$ cat src/hct_pkg.sv
`timescale 1ns / 1ps
// ----------------------------------------------------------------------------
// hct_pkg
// Shared types, codes and helpers for the hours:minutes:seconds countdown timer.
// ----------------------------------------------------------------------------
package hct_pkg;

    localparam int HoursW   = 7;
    localparam int MinSecW  = 6;
    localparam int StepW    = 6;
    localparam int CfgAddrW = 1;
    localparam int CfgDataW = 7;
    localparam int InDataW  = 8;
    localparam int InUserW  = 2;
    localparam int OutDataW = 24;

    localparam logic [HoursW-1:0]  HoursCap       = 7'd99;
    localparam logic [MinSecW-1:0] FieldMax       = 6'd59;
    localparam logic [HoursW-1:0]  HoursLimitRst  = 7'd24;
    localparam logic [StepW-1:0]   CoarseStepRst  = 6'd5;

    typedef enum logic [CfgAddrW-1:0] {
        CFG_HOURS_LIMIT = 1'b0,
        CFG_COARSE_STEP = 1'b1
    } t_cfg_addr;

    typedef enum logic [1:0] {
        CMD_TICK   = 2'd0,
        CMD_ADJUST = 2'd1,
        CMD_STOP   = 2'd2,
        CMD_PLAY   = 2'd3
    } t_cmd;

    typedef enum logic [1:0] {
        SEL_HOURS   = 2'd0,
        SEL_MINUTES = 2'd1,
        SEL_SECONDS = 2'd2,
        SEL_NONE    = 2'd3
    } t_sel;

    typedef enum logic [1:0] {
        MODE_STOPPED = 2'd0,
        MODE_PAUSED  = 2'd1,
        MODE_RUNNING = 2'd2,
        MODE_UNUSED  = 2'd3
    } t_mode;

    typedef struct packed {
        t_cmd       cmd;
        t_sel       field_select;
        logic       direction;
        logic       coarse;
    } t_item;

    typedef struct packed {
        logic [HoursW-1:0]  hours;
        logic [MinSecW-1:0] minutes;
        logic [MinSecW-1:0] seconds;
        logic [HoursW-1:0]  preset_hours;
        logic [MinSecW-1:0] preset_minutes;
        logic [MinSecW-1:0] preset_seconds;
        t_mode              mode;
    } t_timer_state;

    // up: min(v + step, limit), down: max(v - step, 0)
    function automatic logic [HoursW-1:0] adjust_value(
        input logic [HoursW-1:0] v,
        input logic [StepW-1:0]  step,
        input logic [HoursW-1:0] limit,
        input logic              down
    );
        logic [HoursW:0]   sum;
        logic [HoursW-1:0] step_x;
        logic [HoursW-1:0] res;
        step_x = {1'b0, step};
        sum    = {1'b0, v} + {1'b0, step_x};
        if (down) begin
            res = (v > step_x) ? (v - step_x) : '0;
        end else begin
            res = (sum > {1'b0, limit}) ? limit : sum[HoursW-1:0];
        end
        return res;
    endfunction

endpackage

$ cat src/hct_step.sv
`timescale 1ns / 1ps
// ----------------------------------------------------------------------------
// hct_step
// Next-state logic for one event: tick borrow, field adjust, stop, play/pause.
// ----------------------------------------------------------------------------
module hct_step (
    input  hct_pkg::t_timer_state        i_state,
    input  hct_pkg::t_item               i_item,
    input  logic [hct_pkg::HoursW-1:0]   i_hours_limit,
    input  logic [hct_pkg::StepW-1:0]    i_coarse_step,
    output hct_pkg::t_timer_state        o_state,
    output logic                         o_expired
);

    logic [hct_pkg::HoursW-1:0] hl_eff;
    logic [hct_pkg::StepW-1:0]  step;
    logic [hct_pkg::HoursW-1:0] adj_hours;
    logic [hct_pkg::HoursW-1:0] adj_minutes;
    logic [hct_pkg::HoursW-1:0] adj_seconds;

    assign hl_eff = (i_hours_limit > hct_pkg::HoursCap) ? hct_pkg::HoursCap : i_hours_limit;
    assign step   = i_item.coarse ? i_coarse_step : hct_pkg::StepW'(1);

    assign adj_hours   = hct_pkg::adjust_value(i_state.hours, step, hl_eff,
                                               i_item.direction);
    assign adj_minutes = hct_pkg::adjust_value({1'b0, i_state.minutes}, step,
                                               {1'b0, hct_pkg::FieldMax}, i_item.direction);
    assign adj_seconds = hct_pkg::adjust_value({1'b0, i_state.seconds}, step,
                                               {1'b0, hct_pkg::FieldMax}, i_item.direction);

    always_comb begin
        o_state   = i_state;
        o_expired = 1'b0;
        unique case (i_item.cmd)
            hct_pkg::CMD_TICK: begin
                if (i_state.mode == hct_pkg::MODE_RUNNING) begin
                    if (i_state.seconds != '0) begin
                        o_state.seconds = i_state.seconds - 1'b1;
                    end else if (i_state.minutes != '0) begin
                        o_state.minutes = i_state.minutes - 1'b1;
                        o_state.seconds = hct_pkg::FieldMax;
                    end else if (i_state.hours != '0) begin
                        o_state.hours   = i_state.hours - 1'b1;
                        o_state.minutes = hct_pkg::FieldMax;
                        o_state.seconds = hct_pkg::FieldMax;
                    end else begin
                        // count ran out: flag it, reload the preset and stop
                        o_expired       = 1'b1;
                        o_state.hours   = i_state.preset_hours;
                        o_state.minutes = i_state.preset_minutes;
                        o_state.seconds = i_state.preset_seconds;
                        o_state.mode    = hct_pkg::MODE_STOPPED;
                    end
                end
            end
            hct_pkg::CMD_ADJUST: begin
                if (i_state.mode == hct_pkg::MODE_STOPPED) begin
                    case (i_item.field_select)
                        hct_pkg::SEL_HOURS:   o_state.hours   = adj_hours;
                        hct_pkg::SEL_MINUTES: o_state.minutes = adj_minutes[hct_pkg::MinSecW-1:0];
                        hct_pkg::SEL_SECONDS: o_state.seconds = adj_seconds[hct_pkg::MinSecW-1:0];
                        default: ;
                    endcase
                end
            end
            hct_pkg::CMD_STOP: begin
                if (i_state.mode != hct_pkg::MODE_STOPPED) begin
                    o_state.hours   = i_state.preset_hours;
                    o_state.minutes = i_state.preset_minutes;
                    o_state.seconds = i_state.preset_seconds;
                    o_state.mode    = hct_pkg::MODE_STOPPED;
                end
            end
            hct_pkg::CMD_PLAY: begin
                if (i_state.mode == hct_pkg::MODE_RUNNING) begin
                    o_state.mode = hct_pkg::MODE_PAUSED;
                end else begin
                    if (i_state.mode == hct_pkg::MODE_STOPPED) begin
                        o_state.preset_hours   = i_state.hours;
                        o_state.preset_minutes = i_state.minutes;
                        o_state.preset_seconds = i_state.seconds;
                    end
                    o_state.mode = hct_pkg::MODE_RUNNING;
                end
            end
            default: ;
        endcase
    end

endmodule

$ cat src/hms_countdown_timer_core.sv
`timescale 1ns / 1ps
// ----------------------------------------------------------------------------
// hms_countdown_timer_core
// Countdown timer over a stream of events, one result transaction per event.
// ----------------------------------------------------------------------------
// path: the input register, then the result register, on the way to the master side
// throughput: one event per cycle while the master side does not stall, set by
// the single next-state pass between the input register and the result register
// reset: synchronous active low; count, preset zero, mode stopped,
// hours limit 24, coarse step 5, both sides empty
module hms_countdown_timer_core (
    input  logic                           i_clk,
    input  logic                           i_rst_n,
    input  logic                           i_cfg_we,
    input  logic [hct_pkg::CfgAddrW-1:0]   i_cfg_addr,
    input  logic [hct_pkg::CfgDataW-1:0]   i_cfg_data,
    input  logic                           s_axis_tvalid,
    output logic                           s_axis_tready,
    // field_select[1:0], direction[2], coarse[3], zero [7:4]
    input  logic [hct_pkg::InDataW-1:0]    s_axis_tdata,
    // cmd[1:0]
    input  logic [hct_pkg::InUserW-1:0]    s_axis_tuser,
    output logic                           m_axis_tvalid,
    input  logic                           m_axis_tready,
    // hours_now[6:0], minutes_now[12:7], seconds_now[18:13], mode[20:19],
    // expired[21], zero [23:22]
    output logic [hct_pkg::OutDataW-1:0]   m_axis_tdata
);

    hct_pkg::t_timer_state        r_state;
    hct_pkg::t_timer_state        n_state;
    hct_pkg::t_item               r_item;
    logic                         r_in_valid;
    logic                         r_out_valid;
    logic [hct_pkg::OutDataW-1:0] r_out_data;
    logic [hct_pkg::HoursW-1:0]   r_hours_limit;
    logic [hct_pkg::StepW-1:0]    r_coarse_step;
    logic                         n_expired;
    logic                         advance;
    logic                         in_take;

    // item moves from the input register to the result register
    assign advance       = r_in_valid && (!r_out_valid || m_axis_tready);
    assign s_axis_tready = !r_in_valid || advance;
    assign in_take       = s_axis_tvalid && s_axis_tready;

    hct_step u_step (
        .i_state       (r_state),
        .i_item        (r_item),
        .i_hours_limit (r_hours_limit),
        .i_coarse_step (r_coarse_step),
        .o_state       (n_state),
        .o_expired     (n_expired)
    );

    always_ff @(posedge i_clk) begin
        if (!i_rst_n) begin
            r_hours_limit <= hct_pkg::HoursLimitRst;
            r_coarse_step <= hct_pkg::CoarseStepRst;
        end else if (i_cfg_we) begin
            unique case (hct_pkg::t_cfg_addr'(i_cfg_addr))
                hct_pkg::CFG_HOURS_LIMIT: r_hours_limit <= i_cfg_data[hct_pkg::HoursW-1:0];
                hct_pkg::CFG_COARSE_STEP: r_coarse_step <= i_cfg_data[hct_pkg::StepW-1:0];
                default: ;
            endcase
        end
    end

    always_ff @(posedge i_clk) begin
        if (!i_rst_n) begin
            r_in_valid  <= 1'b0;
            r_out_valid <= 1'b0;
            r_state     <= '{mode: hct_pkg::MODE_STOPPED, default: '0};
        end else begin
            if (in_take) begin
                r_in_valid <= 1'b1;
            end else if (advance) begin
                r_in_valid <= 1'b0;
            end
            if (advance) begin
                r_out_valid <= 1'b1;
                r_state     <= n_state;
            end else if (m_axis_tready) begin
                r_out_valid <= 1'b0;
            end
        end
    end

    always_ff @(posedge i_clk) begin
        if (in_take) begin
            r_item.cmd          <= hct_pkg::t_cmd'(s_axis_tuser);
            r_item.field_select <= hct_pkg::t_sel'(s_axis_tdata[1:0]);
            r_item.direction    <= s_axis_tdata[2];
            r_item.coarse       <= s_axis_tdata[3];
        end
        if (advance) begin
            r_out_data <= {2'b00, n_expired, n_state.mode, n_state.seconds,
                           n_state.minutes, n_state.hours};
        end
    end

    assign m_axis_tvalid = r_out_valid;
    assign m_axis_tdata  = r_out_data;

endmodule

$ cat config.mk
export PLATFORM = sky130hd
export DESIGN_NAME = hms_countdown_timer_core
export DESIGN_NICKNAME = d
export VERILOG_FILES = /design/src/hct_pkg.sv /design/src/hct_step.sv /design/src/hms_countdown_timer_core.sv
export SDC_FILE = /design/constraint.sdc
export NUM_CORES = 1
export LEC_CHECK = 0
export BUFFER_PORTS_ARGS = -buffer_cell sky130_fd_sc_hd__buf_2
export CAP_MARGIN = 20
export CORE_UTILIZATION = 50
export DETAILED_ROUTE_END_ITERATION = 10
export PLACE_DENSITY = 0.68
export RECOVER_POWER = 25
export SYNTH_ARGS = -nofsm -noshare
export SYNTH_HDL_FRONTEND = slang
export SYNTH_SLANG_ARGS = --single-unit
$ cat constraint.sdc
create_clock -name i_clk -period 6.72 [get_ports i_clk]
set_input_delay 1.008 -clock i_clk [delete_from_list [all_inputs] [get_ports i_clk]]
set_output_delay 1.008 -clock i_clk [all_outputs]
set_load 0.01 [all_outputs]
==> Word level (Yosys, flattened, before mapping) <==
Index checks and enable logic that the tools add are counted.
W data, S select, Z words.
{ "op_classes": {"n_eq_ne": 6, "n_bitwise": 3, "magnitude_cmp": 7, "n_div": 0, "n_reduce_logical": 19, "add_sub_neg": 9, "shifts": 0, "n_mux": 35, "mul": 0} }
{ "op_table": {"columns": ["cell", "n"], "rows": [
  ["$mux W19", 4],
  ["$mux W6", 10],
  ["$pmux W19 S3", 1],
  ["$mux W7", 6],
  ["$add A6 B6 Y7", 2],
  ["$gt A7 B6 Y1 const B", 2],
  ["$mux W13", 1],
  ["$gt A6 B6 Y1", 2],
  ["$mux W12", 1],
  ["$mux W2", 6],
  ["$reduce_bool A6 Y1", 2],
  ["$sub A6 B1 Y6 const B", 2],
  ["$sub A6 B6 Y6", 2],
  ["$add A7 B6 Y8", 1],
  ["$eq A2 B2 Y1 const B", 4],
  ["$gt A8 B7 Y1", 1],
  ["$gt A7 B6 Y1", 1],
  ["$gt A7 B7 Y1 const B", 1],
  ["$reduce_bool A7 Y1", 1],
  ["$sub A7 B1 Y7 const B", 1],
  ["$sub A7 B6 Y7", 1],
  ["$logic_not A2 Y1", 3],
  ["$pmux W2 S3", 1],
  ["$reduce_bool A2 Y1", 3],
  ["9 further kinds", 20]
]} }
{ "word_totals": {"out_inout_bits": 26, "latch_bits": 0, "ff_bits": 83, "in_bits": 23, "romBits": 0, "wordCells": 96, "ramBits": 0, "memories": 0} }

==> Depth between registers and ports, before layout <==
Gate-level depths: netlist of the first run.
{ "logic_depth": {"ltp_word": 8, "mapped_depth": 17, "ltp_nobuf": 16} }

==> Cells and area by module <==
A second synthesis of the first run with hierarchy kept.
{ "hier_totals": {"hier_cells": 899, "hier_area_um2": 7397.1} }
{ "modules_own_cells": {"columns": ["module", "instances", "cells_each", "seq_area_each_um2", "area_each_um2"], "rows": [
  ["hct_step", 1, 626, 0.0, 4311.6],
  ["hms_countdown_timer_core", 1, 273, 1941.9, 3085.5]
]} }

==> Least setup slack after synthesis of the first run <==
OpenSTA, ideal clock, no wires.
{ "synth_path": {"path_kind": "register to register", "startpoint": "register r_item[0] (netlist name)", "endpoint": "register r_out_data (netlist bit m_axis_tdata[6]) (data pin)", "path_slack_ns": 2.690, "required_time_ns": 6.454, "n_path_buf": 1, "path_stages_with_launch": 18, "period_less_slack_ns": 4.030, "arrival_ns": 3.764, "cell_sequence": "edfxtp_1 nand2_1 inv_1 fa_1 nand2b_1 a221oi_1 or4_1 nand3_1 inv_1 ha_1 nand3_1 a211o_1 a21oi_1 or2_1 buf_2 o211ai_1 a221oi_1 nor2_1"} }
{ "synth_rtl": {"columns": ["item", "line", "rtl"], "rows": [
  ["start: declaration", "hms_countdown_timer_core.sv:32", "hct_pkg::t_item r_item;"],
  ["end signal: assignment", "hms_countdown_timer_core.sv:97", "r_out_data <= {2'b00, n_expired, n_state.mode, n_state.seconds,"],
  ["end: declaration", "hms_countdown_timer_core.sv:35", "logic [hct_pkg::OutDataW-1:0] r_out_data;"]
]} }

==> results of run 1 <==
## power by group
group	total [mW]	internal (mW)	leakage [nW]	switching [mW]
logic	0.426	0.160	2.12	0.267
registers	0.583	0.546	0.717	0.0366
clock network	0.522	0.300	0.148	0.222
total	1.53	1.01	2.99	0.525
## cell families (layout without fill, tap and decap cells)
logic type	Yosys count	count (layout)	share of synthesized area (%)
xor+xnor	15	15	1.90
flops	83	83	28.1
buf+inv	105	114	6.22
simple gates	304	304	23.3
fa+ha+maj	52	52	10.1
other cells	1	2	0.0543
mux	18	18	2.72
compound gates	280	280	27.6
## layout by cell type, fill, tap and decap left out, drive strengths merged, types with 13 or more instances in the layout
cell type and n:
a21oi 72, nor2 72, nand2 65, dfxtp 55, inv 50, o21ai 49
ha 46, buf 40, nor2b 32, nor3 31, edfxtp 28, nand3 24
clkbuf 20, mux2i 15, a21boi 14, o211ai 13
## routing by layer
layer	track usage, %	part of all wire [%]	vias to the layer above
li1	-	-	3197
met1	38.5	42	3254
met4	12.7	2.9	0
met3	3.71	7.4	40
met5	0	0	-
met2	50.3	48	328
## worst reg2reg max path: stages, from the launching register on
cell and delay [ns]:
edfxtp_1 0.47, nand2_1 0.44, inv_1 0.25, fa_1 0.48, nand2b_1 0.12, a221oi_1 0.10, or4_1 0.42, nand3_1 0.17
inv_1 0.06, ha_1 0.33, nand3_1 0.11, a211o_1 0.27, a21oi_1 0.26, or2_1 0.34, mux2i_1 0.27, o221ai_1 0.18
o21a_1 0.16
## registers in the layout (all words and copies together) (netlist names)
name and flops:
r_in_valid 1, m_axis_tvalid 1, r_state 40, r_item 6, r_coarse_step 6, r_hours_limit 7, m_axis_tdata 22
## worst min-delay path by stage
stage	start	endpoint	slack, ns	cells past startpoint
after CTS	r_coarse_step[1]$_SDFFE_PN0P_	r_coarse_step[1]$_SDFFE_PN0P_	0.47	2
final	r_coarse_step[1]$_SDFFE_PN0P_	r_coarse_step[1]$_SDFFE_PN0P_	0.47	2
after floorplan	r_coarse_step[0]$_SDFFE_PN1P_	r_coarse_step[0]$_SDFFE_PN1P_	0.43	2
after detailed placement	r_coarse_step[1]$_SDFFE_PN0P_	r_coarse_step[1]$_SDFFE_PN0P_	0.46	2
after global routing	r_coarse_step[1]$_SDFFE_PN0P_	r_coarse_step[1]$_SDFFE_PN0P_	0.49	2
after global placement	r_coarse_step[0]$_SDFFE_PN1P_	r_coarse_step[0]$_SDFFE_PN1P_	0.45	2
## final cells by class
type | count | area (µm²)
multi-input cells | 671 | 4540
fillers | 1289 | 5910
clock inverters | 5 | 60.1
inverters | 49 | 184
clock buffers | 11 | 243
repair buffers | 49 | 251
flip-flops and latches | 83 | 1940
well taps | 176 | 220
## stage by stage
stage | instances | hold WS [ns] | cell area, µm²
floorplan | 859 | 0.432 | 6910
global placement | 1028 | 0.452 | 7140
detailed placement | 1028 | 0.461 | 7140
CTS | 1044 | 0.470 | 7450
global route | 1044 | 0.490 | 7440
finish | 1044 | 0.474 | 7440
==> flow_summary_export.csv, run 1 <==
group,metric,value,unit
status,outcome,"finished, violations left",
status,violations,"capacitance limit, slew limit",
yosys,yosys-top-cells-area,"dfxtp_1, edfxtp_1, ha_1, a21oi_1, nor2_1",
critical_path,required,6.83,ns
detailed_routing,vias,6819,
floorplanning,die_w,119,µm
critical_path,cp.depth,16,
placement,hpwl,15.2,mm
global_routing,grt_max_degree,58,
critical_path,slowest_stage,"fa_1",
critical_path,reg2regPathDepth,16,
global_routing,antenna_found_initial,0,
critical_path,worstSetupEndpoint,"m_axis_tdata[2]$_DFFE_PP_",
yosys,synth_cell_types,90,
detailed_routing,route.detailed.drc,0,
timing,fin_setup_tns,0,ns
power_and_ir_drop,ir_drop,109,µV
timing,finalCritPeriodShare,69.5,%
critical_path,cp_slowest_stage_delay,0.48,ns
finish,area_growth,7.72,%
timing,max_freq,214,MHz
critical_path,path_cells,"nand2_1, inv_1, fa_1, nand2b_1, a221oi_1, or4_1, nand3_1, inv_1, ha_1, nand3_1, a211o_1, a21oi_1, or2_1, mux2i_1, o221ai_1, o21a_1",
floorplanning,core_area,13300,µm²
floorplanning,start_util,51.7,%
flow_run,max_cap_violations,1,
placement,gp_congestion,0.899,
critical_path,path_class,"flip-flop to flip-flop",
power_and_ir_drop,p_leak,2.99,nW
yosys,synthTopCellsByCount,"a21oi_1, nor2_1, nand2_1",
power_and_ir_drop,powerDensity,206,nW/µm²
detailed_routing,vias_per_cell,6.53,
critical_path,endpoint_kind,"flip-flop",
floorplanning,dieHeight,119,µm
cts,clk_latency,0.35,ns
floorplanning,core.rowCount,42,
yosys,synth_area_leader_cell,"dfxtp_1",
global_routing,grt_overflow,0,
yosys,synth-main-ff-cell,"dfxtp_1",
finish,utilization,55.7,%
floorplanning,io_pins,49,
detailed_routing,drt-pass1-iter-count,7,
cts,cts_post_setup_buffers_inserted,0,
detailed_routing,wl,21.4,mm
critical_path,worstSetupStartpoint,"r_item[0]$_DFFE_PP_",
cts,htree_levels,3,
critical_path,path_buf_inv,2,
critical_path,start_kind,"flip-flop",
timing,setup_violations,0,
yosys,yosysMostFrequentCell,"a21oi_1",
yosys,ys_seq_area_share,28.1,%
timing,fin_skew,0.00450,ns
cts,cts_max_path_buffers,2,
global_routing,grt_pass1_wl,33.1,mm
finish,insertedDiodeCount,0,
timing,maxSlewHeadroom,-68.1,%
placement,preCtsSetupSlack,2.09,ns
yosys,synth_warnings,0,
cts,clock_sinks,83,
timing,maxSlewViolCount,58,
power_and_ir_drop,totalPowerFinal,1.53,mW
min_path,hp-class,"flip-flop to flip-flop",
yosys,synth_edf_count,28,
yosys,async_reset_ff_share,0,%
timing,worst_slack,2.05,ns
cts,cts_made_buffers,9,
detailed_routing,ant_nets,0,
critical_path,regToRegSetupSlack,2.05,ns
cts,cts_tree,"done",
finish,nets,938,
timing,hold_viol,0,
critical_path,worst_ep_arrival_time,4.78,ns
critical_path,crit_fanout,9,
global_routing,grt_pass1_vias,6272,
critical_path,crit_family,"simple AND/OR/NAND/NOR gates",
timing,tightest_slew,2.52,ns
cts,cts-root-buf,"clkbuf_16",
yosys,synth_area,6900,µm²
timing,rsz0062_at_grt,"no",
critical_path,worstReg2RegEnd,"m_axis_tdata[2]$_DFFE_PP_",
detailed_routing,wire_per_inst,20.5,µm
yosys,synthCells,858,
yosys,ys_ff_latch,83,
cts,ctsResizeCount,0,
placement,portBuffers,42,
floorplanning,die_area,14300,µm²
cts,clk_pin_slew,0.07,ns
finish,drive_gt1_share,8.41,%
timing,period_needed,4.67,ns
yosys,synth_top_area_share,16.0,%
global_routing,track_usage,29.9,%
critical_path,crit-reg2reg-launch,"r_item[0]$_DFFE_PP_",
detailed_routing,drt_iter0_markers,720,
cts,postCtsHoldBufs,0,
yosys,syn_avg_cell_area,8.05,µm²
Note: power is estimated with default switching activity, not from simulation.
==> inputs of run 2 (changes only) <==
==> constraint.sdc (replaced) <==
create_clock -name i_clk -period 4.84 [get_ports i_clk]
set_input_delay 0.726 -clock i_clk [delete_from_list [all_inputs] [get_ports i_clk]]
set_output_delay 0.726 -clock i_clk [all_outputs]
set_load 0.01 [all_outputs]
==> run 2 against run 1 <==
Effect of this change:
- the flow still finishes with violations (capacitance limit, slew limit)
- sequential cell count stayed put
- setup slack got worse by 1.6 ns
- via count grew 0.85%
- hold slack got worse by 0.0025 ns
- critical path type unchanged
- critical endpoint is now m_axis_tdata[6]$_DFFE_PP_
- highest routed layer unchanged
==> flow_summary_export.csv, run 2 (synthesis results as in run 1) <==
group,metric,value,unit
floorplanning,core.rowCount,42,
critical_path,worstSetupStartpoint,"r_item[0]$_DFFE_PP_",
timing,finalCritPeriodShare,91.7,%
power_and_ir_drop,p_leak,3.04,nW
timing,tightest_slew,2.41,ns
floorplanning,die_area,14300,µm²
critical_path,path_buf_inv,1,
min_path,holdCritStartpoint,"r_coarse_step[5]$_SDFFE_PN0P_",
min_path,hp-class,"flip-flop to flip-flop",
detailed_routing,route.detailed.drc,0,
finish,final_cell_mix,"a21oi_1, nor2_1, nand2_1",
floorplanning,io_pins,49,
floorplanning,dieHeight,119,µm
critical_path,crit_family,"simple AND/OR/NAND/NOR gates",
timing,rsz0062_at_grt,"no",
min_path,holdPathStages,2,
detailed_routing,drt-pass1-iter-count,9,
cts,cts_made_buffers,9,
timing,hold_viol,0,
finish,area_growth,9.01,%
critical_path,cp_slowest_stage_delay,0.44,ns
cts,postCtsHoldBufs,0,
cts,cts_max_path_buffers,2,
status,outcome,"finished, violations left",
timing,setup_violations,0,
critical_path,path_class,"flip-flop to flip-flop",
cts,cts-root-buf,"clkbuf_16",
timing,maxSlewHeadroom,-60.6,%
placement,gp_congestion,0.935,
floorplanning,die_w,119,µm
timing,hold_ws,0.471,ns
finish,drive_gt1_share,9.49,%
finish,insertedDiodeCount,0,
cts,ctsResizeCount,0,
detailed_routing,ant_nets,0,
cts,clk_pin_slew,0.07,ns
finish,nets,945,
critical_path,regToRegSetupSlack,0.40,ns
global_routing,grt_max_degree,58,
finish,fin_cells,1051,
finish,largest-register,"r_state",
critical_path,required,4.94,ns
critical_path,worst_ep_arrival_time,4.54,ns
critical_path,reg2regPathDepth,16,
floorplanning,core_area,13300,µm²
global_routing,track_usage,30.1,%
detailed_routing,wl,21.2,mm
cts,cts_post_setup_buffers_inserted,0,
power_and_ir_drop,ir_drop,178,µV
global_routing,grt_overflow,0,
status,violations,"capacitance limit, slew limit",
flow_run,max_cap_violations,1,
global_routing,grt_pass1_wl,33.5,mm
cts,cts_tree,"done",
timing,period_needed,4.44,ns
critical_path,slowest_stage,"edfxtp_1",
placement,placed_cells,1035,
placement,hpwl,15.2,mm
timing,fin_setup_tns,0,ns
detailed_routing,vias_per_cell,6.54,
power_and_ir_drop,powerDensity,289,nW/µm²
timing,max_freq,225,MHz
detailed_routing,drt_iter0_markers,631,
timing,maxSlewViolCount,58,
critical_path,crit_fanout,8,
cts,clk_latency,0.36,ns
finish,largest_reg_flops,40,
global_routing,antenna_found_initial,0,
critical_path,crit-reg2reg-launch,"r_item[0]$_DFFE_PP_",
finish,layout_commonest_cell,"a21oi_1",
floorplanning,start_util,51.7,%
critical_path,start_kind,"flip-flop",
placement,portBuffers,42,
global_routing,grt_pass1_vias,6360,
timing,fin_skew,0.00736,ns
cts,htree_levels,3,
critical_path,cp.depth,16,
cts,clock_sinks,83,
detailed_routing,wire_per_inst,20.2,µm
critical_path,path_cells,"nand2b_1, ha_1, fa_1, nand2b_1, a221oi_1, or4_1, nand3_1, inv_1, ha_1, nand3_1, a211o_1, a21oi_1, or2_1, o211ai_1, a221oi_1, nor2_1",
critical_path,endpoint_kind,"flip-flop",
detailed_routing,vias,6877,
power_and_ir_drop,totalPowerFinal,2.17,mW
-- run 2: changes by cell type in the layout (fill, tap and decap cells not counted), sizes merged --
cell	change
buf	+9
clkbuf	-4
clkinvlp	+2
inv	+1
clkinv	-2
bufinv	+1
-- run 2: final cells by class --
type,instances,area (µm²)
Inverter,49,184
Timing Repair Buffer,56,319
Fill cell,1217,5820
Multi-Input combinational cell,671,4540
Clock buffer,9,225
Sequential cell,83,1940
Clock inverter,7,98.8
Tap cell,176,220
-- run 2: worst min-delay path, cell delays in order, from the launching register on --
cell	delay, ns
dfxtp_1	0.31
nand2_1	0.05
a21boi_0	0.06
-- run 2: metal layers --
metal	global-route usage, %	up-vias	share of wire [%]
li1	-	3195	-
met1	38.8	3243	43
met2	49.2	364	46
met3	4.56	75	6.6
met4	14.8	0	4.5
met5	0	-	0
-- run 2: path summary, 6_finish.rpt --
check,end
worst min-delay path,r_coarse_step[5]$_SDFFE_PN0P_
worst max-delay path,m_axis_tdata[6]$_DFFE_PP_
worst min register to register,r_coarse_step[5]$_SDFFE_PN0P_
worst max register to register,m_axis_tdata[6]$_DFFE_PP_
-- run 2: per-stage QoR --
stage               util (%)  area [µm²]  setup WS (ns)
detailed placement      54.0        7210          0.491
finish                  56.4        7520          0.403
global placement        54.0        7210          0.535
global route            56.4        7520         0.0811
floorplan                  -        6910          0.810
CTS                     56.4        7530          0.425
-- run 2: power breakdown --
part	internal, mW	switching (mW)	leakage (nW)
registers	0.758	0.0487	0.717
clock network	0.456	0.312	0.152
logic	0.226	0.370	2.17
